===== config.mk =====
export PLATFORM = sky130hd
export DESIGN_NAME = sff_record_stream_parser_unit
export DESIGN_NICKNAME = d
export VERILOG_FILES = /design/src/rtl/sffp_pkg.sv /design/src/rtl/sff_record_stream_parser_unit.sv /design/src/rtl/sffp_front.sv /design/src/rtl/sffp_queue.sv /design/src/rtl/sffp_back.sv
export SDC_FILE = /design/constraint.sdc
export NUM_CORES = 2
export LEC_CHECK = 0
export ABC_AREA = 0
export BUFFER_PORTS_ARGS = -buffer_cell sky130_fd_sc_hd__buf_2
export CAP_MARGIN = 20
export CORE_ASPECT_RATIO = 0.8
export CORE_MARGIN = 3
export CORE_UTILIZATION = 63
export DETAILED_ROUTE_END_ITERATION = 10
export PLACE_DENSITY = 0.9
export SYNTH_ARGS = -nofsm -noshare
export SYNTH_HDL_FRONTEND = slang
export SYNTH_SLANG_ARGS = --single-unit

===== constraint.sdc =====
create_clock -name clk -period 27.4 [get_ports clk]
set_clock_uncertainty 0.15 [all_clocks]
set_input_delay 1.37 -clock clk [delete_from_list [all_inputs] [get_ports clk]]
set_output_delay 1.37 -clock clk [all_outputs]
set_load 0.01 [all_outputs]

===== src/rtl/sffp_pkg.sv =====
`timescale 1ns / 1ps
// ----------------------------------------------------------------------------
// sffp_pkg
// Shared types and constants for the flowgram file stream parser.
// ----------------------------------------------------------------------------
package sffp_pkg;

  typedef enum logic [3:0] {
    ST_COMMON, ST_FLOWCH, ST_KEY, ST_HSKIP, ST_RHDR, ST_NAME, ST_HPAD,
    ST_FLOW, ST_INDEX, ST_BASE, ST_QUAL, ST_DPAD, ST_IDLE
  } sect_t;

  typedef enum logic [3:0] {
    K_FILE_HDR = 4'd0, K_FLOW_CHAR = 4'd1, K_KEY_CHAR = 4'd2, K_READ_HDR = 4'd3,
    K_NAME = 4'd4, K_FLOW = 4'd5, K_INDEX = 4'd6, K_BASE = 4'd7,
    K_QUAL = 4'd8, K_ERROR = 4'd9
  } kind_t;

  localparam logic [1:0] ERR_NONE   = 2'd0;
  localparam logic [1:0] ERR_FORMAT = 2'd1;
  localparam logic [1:0] ERR_BASE   = 2'd2;

  localparam logic [7:0] QUAL_OFFSET = 8'd33;
  localparam logic [16:0] RHDR_FIXED = 17'd16;
  localparam int QDEPTH = 4;
  localparam int QAW = $clog2(QDEPTH);

  // One classified element, handed from the front to the back
  typedef struct packed {
    kind_t       kind;
    logic [39:0] value;
    logic [31:0] position;
    logic [31:0] read_number;
    logic [15:0] clip0;
    logic [15:0] clip1;
    logic [15:0] clip2;
    logic [15:0] clip3;
    logic [1:0]  err;
    logic        last;
  } elem_t;

endpackage


===== src/rtl/sff_record_stream_parser_unit.sv =====
`timescale 1ns / 1ps
// ----------------------------------------------------------------------------
// sff_record_stream_parser_unit
// Flowgram file stream parser: byte in, classified elements out.
// ----------------------------------------------------------------------------
//  channel | handshake          | payload
//  input   | in_valid/in_stall  | data_byte, start_of_file
//  output  | out_valid/out_stall| out_kind .. last (one element per transfer)
//
//  One byte per cycle while the queue is not full; the parser state is registered.
//  A result passes through the queue write and then the output register
//  before it is valid.
//  A four-entry queue sits between parser and output; input stalls only
//  when it is full.
//  Synchronous active-high reset returns to the start of the common header.
module sff_record_stream_parser_unit (
  input  logic        clk,
  input  logic        rst,
  input  logic        in_valid,
  output logic        in_stall,
  input  logic [7:0]  data_byte,
  input  logic        start_of_file,
  output logic        out_valid,
  input  logic        out_stall,
  output logic [3:0]  out_kind,
  output logic [39:0] value,
  output logic [31:0] position,
  output logic [31:0] read_number,
  output logic [15:0] qual_clip_left,
  output logic signed [17:0] qual_clip_span,
  output logic [15:0] adapter_clip_left,
  output logic signed [17:0] adapter_clip_span,
  output logic [1:0]  error_code,
  output logic        last
);
  import sffp_pkg::*;

  logic  push, pop, q_full, q_nonempty;
  elem_t push_elem, head;

  sffp_front u_front (
    .clk, .rst, .in_valid, .in_stall, .data_byte, .start_of_file,
    .q_full, .push, .push_elem
  );

  sffp_queue u_queue (
    .clk, .rst, .push, .push_elem, .full(q_full), .pop,
    .nonempty(q_nonempty), .head
  );

  sffp_back u_back (
    .clk, .rst, .nonempty(q_nonempty), .head, .pop, .out_valid, .out_stall,
    .out_kind, .value, .position, .read_number, .qual_clip_left, .qual_clip_span,
    .adapter_clip_left, .adapter_clip_span, .error_code, .last
  );

endmodule


===== src/rtl/sffp_front.sv =====
`timescale 1ns / 1ps
// ----------------------------------------------------------------------------
// sffp_front
// Byte parser: walks file and read sections, emits at most one element per byte.
// ----------------------------------------------------------------------------
module sffp_front (
  input  logic          clk,
  input  logic          rst,
  input  logic          in_valid,
  output logic          in_stall,
  input  logic [7:0]    data_byte,
  input  logic          start_of_file,
  input  logic          q_full,
  output logic          push,
  output sffp_pkg::elem_t push_elem
);
  import sffp_pkg::*;

  sect_t       st, st_next;
  logic [31:0] cnt, cnt_next;
  logic [23:0] shift, shift_next;
  logic [15:0] offset, offset_next;
  logic [15:0] hdr_len, hdr_len_next;
  logic [15:0] key_len, key_len_next;
  logic [15:0] fpr, fpr_next;
  logic [31:0] rif, rif_next;
  logic [31:0] rd, rd_next;
  logic [31:0] total, total_next;
  logic [15:0] rh_len, rh_len_next;
  logic [15:0] nm_len, nm_len_next;
  logic [31:0] bc, bc_next;
  logic [15:0] clip [4];
  logic [15:0] clip_next [4];
  logic [39:0] isum, isum_next;
  logic [1:0]  err, err_next;

  logic        accept, emit;
  elem_t       e;
  sect_t       s_eff;
  logic [31:0] c_eff, c_inc, rd_eff;
  logic [31:0] sh_new;
  logic [16:0] need;
  logic [16:0] hpad;
  logic [2:0]  dpad;
  sect_t       fin_st, dpad_st, index_st, flow_st, hpad_st, name_st;
  logic        dpad_fin, index_fin, flow_fin, hpad_fin, name_fin;
  sect_t       reads_st, hskip_st, key_st, flowch_st;
  logic        enter;
  logic        do_fin;
  logic [7:0]  b;

  assign in_stall = q_full;
  assign accept   = in_valid && !q_full;
  assign b        = data_byte;

  // Section lengths derived from the current read header and the common header
  assign need = {1'b0, nm_len} + RHDR_FIXED;
  assign hpad = ({1'b0, rh_len} > need) ? ({1'b0, rh_len} - need) : 17'd0;
  assign dpad = 3'd0 - (fpr[2:0] + fpr[2:0] + bc[2:0] + bc[2:0] + bc[2:0]);

  // Resolve section skip chains
  always_comb begin
    fin_st    = (rd + 32'd1 < rif) ? ST_RHDR : ST_IDLE;
    dpad_fin  = (dpad == 3'd0);
    dpad_st   = dpad_fin ? fin_st : ST_DPAD;
    index_fin = (bc == 32'd0) && dpad_fin;
    index_st  = (bc != 32'd0) ? ST_INDEX : dpad_st;
    flow_fin  = (fpr == 16'd0) && index_fin;
    flow_st   = (fpr != 16'd0) ? ST_FLOW : index_st;
    hpad_fin  = (hpad == 17'd0) && flow_fin;
    hpad_st   = (hpad != 17'd0) ? ST_HPAD : flow_st;
    name_fin  = (nm_len == 16'd0) && hpad_fin;
    name_st   = (nm_len != 16'd0) ? ST_NAME : hpad_st;
    reads_st  = (rd_eff < rif) ? ST_RHDR : ST_IDLE;
    hskip_st  = (offset_next < hdr_len) ? ST_HSKIP : reads_st;
    key_st    = (key_len != 16'd0) ? ST_KEY : hskip_st;
    flowch_st = (fpr != 16'd0) ? ST_FLOWCH : key_st;
  end

  // Next state of the parser
  always_comb begin
    s_eff  = start_of_file ? ST_COMMON : st;
    c_eff  = start_of_file ? 32'd0 : cnt;
    rd_eff = start_of_file ? 32'd0 : rd;
    c_inc  = c_eff + 32'd1;
    sh_new = {(start_of_file ? 24'd0 : shift), b};
    st_next = st; cnt_next = cnt; shift_next = shift;
    offset_next = offset; hdr_len_next = hdr_len; key_len_next = key_len;
    fpr_next = fpr; rif_next = rif; rd_next = rd; total_next = total;
    rh_len_next = rh_len; nm_len_next = nm_len; bc_next = bc;
    clip_next = clip; isum_next = isum; err_next = err;
    enter = 1'b0; do_fin = 1'b0; emit = 1'b0;
    e = '0;
    e.read_number = total;
    if (accept) begin
      if (start_of_file) begin
        st_next = ST_COMMON; cnt_next = '0; shift_next = '0;
        offset_next = '0; rd_next = '0; err_next = ERR_NONE;
      end
      if (start_of_file || err == ERR_NONE) begin
        offset_next = (start_of_file) ? 16'd1 :
                      (offset != 16'hFFFF) ? offset + 16'd1 : offset;
        cnt_next = c_inc;
        unique case (s_eff)
          ST_COMMON: begin
            shift_next = sh_new[23:0];
            if (c_eff == 32'd23) rif_next = sh_new;
            else if (c_eff == 32'd25) hdr_len_next = sh_new[15:0];
            else if (c_eff == 32'd27) key_len_next = sh_new[15:0];
            else if (c_eff == 32'd29) fpr_next = sh_new[15:0];
            else if (c_eff == 32'd30) begin
              emit = 1'b1; enter = 1'b1;
              if (b != 8'd1) begin
                err_next = ERR_FORMAT; st_next = ST_IDLE;
                e.kind = K_ERROR; e.value = {32'd0, b}; e.err = ERR_FORMAT;
              end else begin
                st_next = flowch_st;
                e.kind = K_FILE_HDR; e.value = {24'd0, fpr}; e.read_number = rif;
              end
            end
          end
          ST_FLOWCH, ST_KEY: begin
            emit = 1'b1;
            e.kind = (s_eff == ST_FLOWCH) ? K_FLOW_CHAR : K_KEY_CHAR;
            e.value = {32'd0, b}; e.position = c_eff;
            if (s_eff == ST_FLOWCH) begin
              if (c_inc >= {16'd0, fpr}) begin enter = 1'b1; st_next = key_st; end
            end else if (c_inc >= {16'd0, key_len}) begin
              enter = 1'b1; st_next = hskip_st;
            end
          end
          ST_HSKIP: begin
            if (offset_next >= hdr_len) begin enter = 1'b1; st_next = reads_st; end
          end
          ST_RHDR: begin
            shift_next = sh_new[23:0];
            if (c_eff == 32'd1) rh_len_next = sh_new[15:0];
            else if (c_eff == 32'd3) nm_len_next = sh_new[15:0];
            else if (c_eff == 32'd7) bc_next = sh_new;
            else if (c_eff >= 32'd9 && c_eff <= 32'd15 && c_eff[0])
              clip_next[c_eff[2:1]] = sh_new[15:0];
            if (c_eff == 32'd15) begin
              emit = 1'b1; enter = 1'b1; isum_next = '0;
              st_next = name_st; do_fin = name_fin;
              e.kind = K_READ_HDR; e.value = {8'd0, bc};
              e.clip0 = clip[0]; e.clip1 = clip[1]; e.clip2 = clip[2];
              e.clip3 = sh_new[15:0];
              e.last = (nm_len == 16'd0) && (fpr == 16'd0) && (bc == 32'd0);
            end
          end
          ST_NAME: begin
            emit = 1'b1;
            e.kind = K_NAME; e.value = {32'd0, b}; e.position = c_eff;
            if (c_inc >= {16'd0, nm_len}) begin
              enter = 1'b1; st_next = hpad_st; do_fin = hpad_fin;
              e.last = (fpr == 16'd0) && (bc == 32'd0);
            end
          end
          ST_HPAD: begin
            if (c_inc >= {15'd0, hpad}) begin
              enter = 1'b1; st_next = flow_st; do_fin = flow_fin;
            end
          end
          ST_FLOW: begin
            shift_next = sh_new[23:0];
            if (c_inc[0] == 1'b0) begin
              emit = 1'b1;
              e.kind = K_FLOW; e.value = {24'd0, sh_new[15:0]};
              e.position = {1'b0, c_eff[31:1]};
              if ({1'b0, c_inc[31:1]} >= {16'd0, fpr}) begin
                enter = 1'b1; st_next = index_st; do_fin = index_fin;
                e.last = (bc == 32'd0);
              end
            end
          end
          ST_INDEX: begin
            emit = 1'b1;
            isum_next = isum + {32'd0, b};
            e.kind = K_INDEX; e.value = isum_next; e.position = c_eff;
            if (c_inc >= bc) begin enter = 1'b1; st_next = ST_BASE; end
          end
          ST_BASE: begin
            emit = 1'b1; e.position = c_eff; e.value = {32'd0, b};
            if (b != "A" && b != "C" && b != "G" && b != "T" && b != "N") begin
              err_next = ERR_BASE; enter = 1'b1; st_next = ST_IDLE;
              e.kind = K_ERROR; e.err = ERR_BASE;
            end else begin
              e.kind = K_BASE;
              if (c_inc >= bc) begin enter = 1'b1; st_next = ST_QUAL; end
            end
          end
          ST_QUAL: begin
            emit = 1'b1;
            e.kind = K_QUAL; e.value = {32'd0, b}; e.position = c_eff;
            if (c_inc >= bc) begin
              enter = 1'b1; st_next = dpad_st; do_fin = dpad_fin; e.last = 1'b1;
            end
          end
          ST_DPAD: begin
            if (c_inc >= {29'd0, dpad}) begin
              enter = 1'b1; st_next = fin_st; do_fin = 1'b1;
            end
          end
          ST_IDLE: begin
            cnt_next = cnt;
          end
          default: begin
            cnt_next = cnt;
          end
        endcase
        if (enter) begin
          cnt_next = '0; shift_next = '0;
        end
        if (do_fin) begin
          rd_next = rd + 32'd1; total_next = total + 32'd1;
        end
      end
    end
  end

  assign push      = accept && emit;
  assign push_elem = e;

  // Control state
  always_ff @(posedge clk) begin
    if (rst) begin
      st <= ST_COMMON; cnt <= '0; shift <= '0; offset <= '0;
      hdr_len <= '0; key_len <= '0; fpr <= '0; rif <= '0; rd <= '0;
      total <= '0; rh_len <= '0; nm_len <= '0; bc <= '0;
      clip <= '{default: '0}; isum <= '0; err <= ERR_NONE;
    end else begin
      st <= st_next; cnt <= cnt_next; shift <= shift_next; offset <= offset_next;
      hdr_len <= hdr_len_next; key_len <= key_len_next; fpr <= fpr_next;
      rif <= rif_next; rd <= rd_next; total <= total_next; rh_len <= rh_len_next;
      nm_len <= nm_len_next; bc <= bc_next; clip <= clip_next; isum <= isum_next;
      err <= err_next;
    end
  end

  // Checks
  a_push_acc: assert property (@(posedge clk) disable iff (rst) push |-> accept)
    else $error("push without accepted byte");
  a_err_quiet: assert property (@(posedge clk) disable iff (rst)
    (err != ERR_NONE && !start_of_file) |-> !push)
    else $error("element emitted after latched error");
  a_err_idle: assert property (@(posedge clk) disable iff (rst)
    (err != ERR_NONE) |-> (st == ST_IDLE))
    else $error("error latched outside idle section");

endmodule


===== src/rtl/sffp_queue.sv =====
`timescale 1ns / 1ps
// ----------------------------------------------------------------------------
// sffp_queue
// Short element queue between the parser front and the output back.
// ----------------------------------------------------------------------------
module sffp_queue (
  input  logic            clk,
  input  logic            rst,
  input  logic            push,
  input  sffp_pkg::elem_t push_elem,
  output logic            full,
  input  logic            pop,
  output logic            nonempty,
  output sffp_pkg::elem_t head
);
  import sffp_pkg::*;

  elem_t          slots [QDEPTH];
  logic [QAW-1:0] wptr, rptr;
  logic [QAW:0]   count, count_next;

  assign full     = (count == (QAW+1)'(QDEPTH));
  assign nonempty = (count != '0);
  assign head     = slots[rptr];
  assign count_next = count + (QAW+1)'(push) - (QAW+1)'(pop);

  // Advance pointers and count
  always_ff @(posedge clk) begin
    if (rst) begin
      wptr <= '0; rptr <= '0; count <= '0;
    end else begin
      if (push) wptr <= wptr + 1'b1;
      if (pop)  rptr <= rptr + 1'b1;
      count <= count_next;
    end
  end

  // Store entries
  always_ff @(posedge clk) begin
    if (push) slots[wptr] <= push_elem;
  end

  a_no_ovf: assert property (@(posedge clk) disable iff (rst) full |-> !push)
    else $error("queue overflow");
  a_no_unf: assert property (@(posedge clk) disable iff (rst) !nonempty |-> !pop)
    else $error("queue underflow");
  a_bound: assert property (@(posedge clk) disable iff (rst)
    count <= (QAW+1)'(QDEPTH))
    else $error("queue count out of range");

endmodule


===== src/rtl/sffp_back.sv =====
`timescale 1ns / 1ps
// ----------------------------------------------------------------------------
// sffp_back
// Output stage: formats queued elements into result fields and holds them.
// ----------------------------------------------------------------------------
module sffp_back (
  input  logic            clk,
  input  logic            rst,
  input  logic            nonempty,
  input  sffp_pkg::elem_t head,
  output logic            pop,
  output logic            out_valid,
  input  logic            out_stall,
  output logic [3:0]      out_kind,
  output logic [39:0]     value,
  output logic [31:0]     position,
  output logic [31:0]     read_number,
  output logic [15:0]     qual_clip_left,
  output logic signed [17:0] qual_clip_span,
  output logic [15:0]     adapter_clip_left,
  output logic signed [17:0] adapter_clip_span,
  output logic [1:0]      error_code,
  output logic            last
);
  import sffp_pkg::*;

  logic        is_hdr;
  logic [39:0] val_fmt;
  logic [17:0] qw, aw;

  assign pop    = nonempty && (!out_valid || !out_stall);
  assign is_hdr = (head.kind == K_READ_HDR);

  // Format value and clip widths
  always_comb begin
    val_fmt = head.value;
    if (head.kind == K_QUAL) val_fmt = {32'd0, head.value[7:0] + QUAL_OFFSET};
    qw = {2'b00, head.clip1} + 18'd1 - {2'b00, head.clip0};
    aw = {2'b00, head.clip3} + 18'd1 - {2'b00, head.clip2};
  end

  // Hold valid until transfer
  always_ff @(posedge clk) begin
    if (rst) out_valid <= 1'b0;
    else if (pop) out_valid <= 1'b1;
    else if (!out_stall) out_valid <= 1'b0;
  end

  // Load payload
  always_ff @(posedge clk) begin
    if (pop) begin
      out_kind          <= head.kind;
      value             <= val_fmt;
      position          <= head.position;
      read_number       <= head.read_number;
      qual_clip_left    <= is_hdr ? head.clip0 : 16'd0;
      qual_clip_span    <= is_hdr ? qw : 18'sd0;
      adapter_clip_left <= is_hdr ? head.clip2 : 16'd0;
      adapter_clip_span <= is_hdr ? aw : 18'sd0;
      error_code        <= head.err;
      last              <= head.last;
    end
  end

  a_pop_room: assert property (@(posedge clk) disable iff (rst)
    pop |-> (nonempty && (!out_valid || !out_stall)))
    else $error("pop with no room");
  a_err_kind: assert property (@(posedge clk) disable iff (rst)
    (out_valid && error_code != ERR_NONE) |-> (out_kind == K_ERROR))
    else $error("error code on non-error element");
  a_fill: assert property (@(posedge clk) disable iff (rst)
    (nonempty && !out_valid) |=> out_valid)
    else $error("output stage did not fill");

endmodule

Word-level counts from Yosys, hierarchy flattened
Memories as Yosys holds them, arrays and structs flattened. A register that Yosys moved wholly into a read port is not among the register bits.
Cells that the tools add are included.

storage, ports and cells
  bits of input ports = 13
  ROM bits = 0
  bits in registers = 577
  output and inout bits = 181
  logic and storage cells = 305
  RAM bits = 700
  memories = 1
  bits in latches = 0

memory list
  name           words  bits a word  read ports  clocked after Yosys merged registers in  write ports  RTL line          source
  u_queue.slots  4      175          1           1                                        1            sffp_queue.sv:18  elem_t slots [QDEPTH];

cells by class
  order comparisons = 16
  muxes and demuxes = 141
  $mul = 0
  divide/modulo/power cells = 0
  equality and inequality tests = 33
  bitwise gates (word level) = 7
  shifts and indexed selects = 0
  add/sub/neg operators = 21
  reduce and logical (&&, ||, !) cells = 52

operators by type and width
  kind                                                  number
  two-way mux 32 bit                                    14
  one-hot mux 44 bit (8 select lines)                   1
  two-way mux 175 bit                                   2
  two-way mux 44 bit                                    6
  equality test 32 x 5 -> 1 bit, second input constant  5
  two-way mux 4 bit                                     33
  two-way mux 64 bit                                    2
  adder 32 x 1 -> 32 bit, second input constant         3
  greater-or-equal comparator 32 x 16 -> 1 bit          3
  two-way mux 16 bit                                    6
  two-way mux 24 bit                                    4
  one-hot mux 40 bit (2 select lines)                   1
  two-way mux 75 bit                                    1
  bitwise mux 64 bit                                    1
  < comparator 32 bit                                   2
  one-hot mux 32 bit (2 select lines)                   1
  nonzero test 16 bit                                   3
  one-hot mux 4 bit (11 select lines)                   1
  two-way mux 42 bit                                    1
  adder 40 x 8 -> 40 bit                                1
  two-way mux 40 bit                                    1
  != test 8 x 7 -> 1 bit, second input constant         5
  two-way mux 1 bit                                     39
  two-way mux 2 bit                                     18
  other kinds (67)                                      116

Depth between registers and ports, before layout
  word-level depth = 17
  mapped depth = 27
  depth with buffers taken out = 23

Modules after synthesis
From an unflattened synthesis, not the netlist that was laid out.

unflattened totals
  cells, all modules = 5204
  area total of the unflattened synthesis = 61243.7 sq um

modules (own cells, without submodules)
  module      cells each  times used  area each (sq um)
  sffp_front  3657        1           27363.7
  sffp_queue  956         1           25714.7
  sffp_back   591         1           8165.3

Worst setup path before layout
No wires, ideal clock.

  path kind = in2reg
  start point = input port out_stall
  end point = register u_queue.count[2]
  stages on the path = 9
  library setup time = 0.128 ns
  arrival time = 12.304 ns
  setup slack = 14.818 ns
  required time = 27.122 ns
  cells stage by stage = a21oi_1 ha_1 inv_1 ha_1 inv_1 fa_1 xor2_1 xnor2_1 nor2_1

on the way
  word-level cells in the longest chain between the ends = 4

ends and longest elaborated chain
  what                       RTL line                             source
  start, declared            sff_record_stream_parser_unit.sv:24  input logic out_stall,
  zero test 1 bit            sffp_back.sv:31                      assign pop = nonempty && (!out_valid || !out_stall);
  logical OR 1 bit           sffp_back.sv:31
  logical AND 1 bit          sffp_back.sv:31
  subtractor 3 x 1 -> 3 bit  sffp_queue.sv:25                     assign count_next = count + (QAW+1)'(push) - (QAW+1)'(pop);
  end signal, assigned       sffp_queue.sv:34                     count <= count_next;
  end, declared              sffp_queue.sv:20                     logic [QAW:0] count, count_next;

No other way between the ends.
A chain may end at the register's enable or synchronous reset.

Worst setup path in the final report
  start point = input port start_of_file
  end point = register u_front.shift[5]

on the way
  word-level cells in the longest chain between the ends = 12

ends and longest elaborated chain
  what                                                                             RTL line                             source
  start, declared                                                                  sff_record_stream_parser_unit.sv:22  input logic start_of_file,
  parallel branches: the longest is 11 deep, another holds adder 32 x 1 -> 32 bit  n/a
  two-way mux 24 bit (*)                                                           sffp_front.sv:100                    if (start_of_file || err == ERR_NONE) begin
  end signal, assigned                                                             sffp_front.sv:232                    st <= st_next; cnt <= cnt_next; shift <= shift_next; offset <= offset_next;
  end, declared                                                                    sffp_front.sv:21                     logic [23:0] shift, shift_next;

Every way passes the cells marked *. The select of a mux whose other input is x is not followed.

==> flow_summary_export.csv <==
group,metric,value,unit
routing,drc,0,
logic_synthesis,postSynth.asyncResetShare,0,%
power_and_ir_drop,p_per_area,77.4,nW/um2
global_route,grt_pass1_wl,256,mm
min_path,min-delay-start,"u_front.isum[7]",
cts,cts_setup_buffers,0,
setup_path,critical_path.cell_chain,"buf_4 > inv_1 > buf_4 > nand2_1 > inv_1 > ha_1 > nand3_2 > nor3_2 > nand2_1 > xnor2_1 > ha_1 > nand4_1 > nor2_1 > a221oi_1 > o21ai_0 > o21ai_0 > nand2_1 > or4b_1 > nor3_4 > a22o_1",
setup_path,end_kind,"register",
logic_synthesis,syn_nets,5286,
routing,wl,168,mm
logic_synthesis,synth_ff_type,"edfxtp_1",
global_route,track_usage,32.9,%
setup_path,rr_worst_depth,23,
power_and_ir_drop,ir_drop,100,uV
timing,setup_tns,0,ns
logic_synthesis,postSynthCellCount,4981,
routing,post_drt_via_cell_ratio,6.70,
placement,placed_cell_area,62600,um2
global_route,antenna_found_initial,4,
logic_synthesis,synth_edf_count,879,
routing,drt_iter0_drc,6268,
timing,fin_ws,19.49,ns
min_path,hp-class,"reg -> reg",
layout,final_cell_mix,"edfxtp_1 (879), nor2_1 (473), dfxtp_1 (382), nand2_1 (307), ha_1 (286)",
floorplanning,chipWidth,352,um
floorplanning,start_util,64.3,%
layout,final_area,66400,um2
logic_synthesis,ys_seq_elements,1263,
timing,fmax,126,MHz
setup_path,worstSetupStartpointType,"input pin",
setup_path,r2r_start,"u_front.nm_len[6]",
setup_path,regToRegSetupSlack,19.60,ns
layout,area_delta_synth_final,9.89,%
routing,route.vias.total,43400,
setup_path,crit_path_start,"start_of_file",
placement,port_buffers,193,
cts,cts_buffers,114,
floorplanning,die_area,99700,um2
layout,final_cells,6468,
cts,cts.repair.resized,0,
cts,ctsLongestPathBuffers,3,
timing,rsz0062_at_grt,"false",
layout,drive_gt1_share,14.0,%
setup_path,max_stage_delay,0.96,ns
floorplanning,ios,194,
setup_path,worst_path_most_repeated_cell,"nand2_1",
logic_synthesis,synth_area,60500,um2
cts,postCtsHoldBufs,0,
setup_path,path_max_fanout,59,
timing,tightest_slew,1.25,ns
layout,fillCellCount,5824,
power_and_ir_drop,power_leakage,25.2,nW
setup_path,arrival,8.38,ns
layout,fin_nets,5391,
cts,clk_latency,0.72,ns
routing,first_pass_iters,8,
setup_path,r2r-end,"u_front.shift[5]",
logic_synthesis,ys_types,94,
timing,setup_violations,0,
placement,place.gp.congestion,0.981,
job,drv_cap,0,
cts,cts_root_buf,"clkbuf_16",
floorplanning,core_area,94100,um2
logic_synthesis,ys_warn_count,0,
timing,relSlewSlack,15.7,%
floorplanning,fp.dieH,283,um
timing,finalCritPeriodShare,28.9,%
layout,final_common_cell,"edfxtp_1",
run_status,run_status,"completed",
floorplanning,rows,100,
global_route,overflow,0,
global_route,grt_pass1_vias,42500,
placement,hpwl,107,mm
min_path,hold_depth,2,
routing,drtAntennaViolNets,0,
timing,finalCriticalPeriod,7.91,ns
setup_path,path_class,"in -> reg",
routing,avgRoutedWirePerCell,26.0,um
logic_synthesis,synth_seq_area_share,56.4,%
power_and_ir_drop,power,5.14,mW
global_route,grt_max_degree,191,
timing,final-hold-violation-count,0,
min_path,holdPathEnd,"u_front.isum[7]",
cts,cts_num_sinks,1263,
cts,path_clk_slew,0.06,ns
setup_path,cp.required,27.87,ns
placement,pre_cts_slack,19.03,ns
logic_synthesis,avgSynthCellArea,12.1,um2
timing,drv_slew,0,
placement,placedCellCount,6241,
cts,htree_levels,3,
setup_path,cp_slowest_cell,"xnor2_1",
cts,cts_tree,"done",
## where the power goes
part	leakage (nW)	switching [mW]	internal [mW]
logic	11.3	0.723	0.483
clock network	1.83	0.724	0.886
registers	12.0	0.0755	2.25
total	25.2	1.52	3.62
## cells in the mapped netlist (9+ instances only)
cell type | instances | area [um2]
mux4_2 | 175 | 3940
nand2_1 | 307 | 1150
o21ai_0 | 135 | 676
inv_1 | 226 | 848
a22oi_1 | 43 | 323
a221oi_1 | 11 | 96.3
edfxtp_1 | 879 | 26400
and4_1 | 13 | 114
nor3_1 | 71 | 355
a21o_1 | 75 | 563
nor2_1 | 475 | 1780
xor2_1 | 102 | 893
nand3_1 | 135 | 676
or3_1 | 49 | 307
a21oi_1 | 255 | 1280
dfxtp_1 | 384 | 7690
o2111ai_1 | 19 | 166
xnor2_1 | 102 | 893
nor4_1 | 51 | 319
a211oi_1 | 18 | 135
o211ai_1 | 35 | 263
or2_2 | 13 | 81.3
o21bai_1 | 12 | 90.1
nor2b_1 | 125 | 782
a31oi_1 | 23 | 144
ha_1 | 286 | 3580
mux2i_1 | 166 | 1660
or4_1 | 9 | 67.6
a22o_1 | 43 | 377
nor3b_1 | 11 | 82.6
o31ai_1 | 13 | 97.6
nand4_1 | 64 | 400
and2_1 | 95 | 594
a311oi_1 | 13 | 114
buf_2 | 33 | 165
nand2b_1 | 20 | 125
o21a_1 | 22 | 165
a2111oi_0 | 10 | 87.6
and3_1 | 66 | 413
buf_1 | 15 | 56.3
mux2_2 | 32 | 360
clkbuf_1 | 217 | 815
## cells by family (layout without fill, tap and decap cells)
| group | Yosys count | after routing | synth area share [%] |
|---|---|---|---|
| simple gates | 1546 | 1546 | 12.7 |
| mux | 374 | 374 | 9.88 |
| flops | 1263 | 1263 | 56.4 |
| xor+xnor | 204 | 204 | 2.96 |
| compound gates | 800 | 800 | 8.67 |
| other cells | 0 | 6 | 0 |
| fa+ha+maj | 292 | 292 | 6.12 |
| buf+inv | 502 | 708 | 3.26 |
## through the flow
step	hold WS, ns	utilization, %
after floorplan	0.284	-
after global placement	0.297	66.5
final	0.317	70.6
after CTS	0.317	70.5
after detailed placement	0.301	66.5
after global routing	0.335	70.6
## worst max path at each step
stage / to / slack, ns
after global placement: u_front.shift[21] / 19.13
after detailed placement: u_front.shift[16] / 19.03
final: u_front.shift[5] / 19.49
after floorplan: u_queue.count[2] / 14.82
after global routing: u_front.shift[19] / 19.23
after CTS: u_front.shift[16] / 19.71
## worst max-delay path, delay by kind of cell
kind,cells,cell delay (ns)
AOI/OAI and AO/OA,4,1.36
xor gates and xnor gates,1,0.96
adders and majority gates,2,0.80
buffers and inverters,4,0.98
and+or+nand+nor,9,2.86
## final cells by class
type,instances,area [um2],area share [%]
Antenna cell,6,15.0,0.0226
Clock buffer,145,3080,4.64
Clock inverter,72,657,0.989
Inverter,226,848,1.28
Multi-Input combinational cell,3216,24500,36.9
Sequential cell,1263,34100,51.3
Tap cell,1275,1600,2.40
Timing Repair Buffer,265,1620,2.44
## layer usage
metal	share of wire [%]	track usage, %
met5	0.0095	0
met2	47	52.7
met1	37	43.0
met3	11	7.27
met4	5.9	16.2
## registers in the layout (all words and copies together) (netlist names), 18 cells and up, named ones only
signal / cells
u_front.rd: 32
u_front.clip: 48
u_front.isum: 40
u_queue.slots: 700
u_front.rif: 32
u_front.bc: 32
u_back.adapter_clip_span: 18
u_back.value: 40
u_front.total: 32
u_front.cnt: 32
u_back.qual_clip_span: 18
u_front.shift: 24
u_back.position: 32
u_back.read_number: 32
Note: power is estimated with default switching activity, not from simulation.
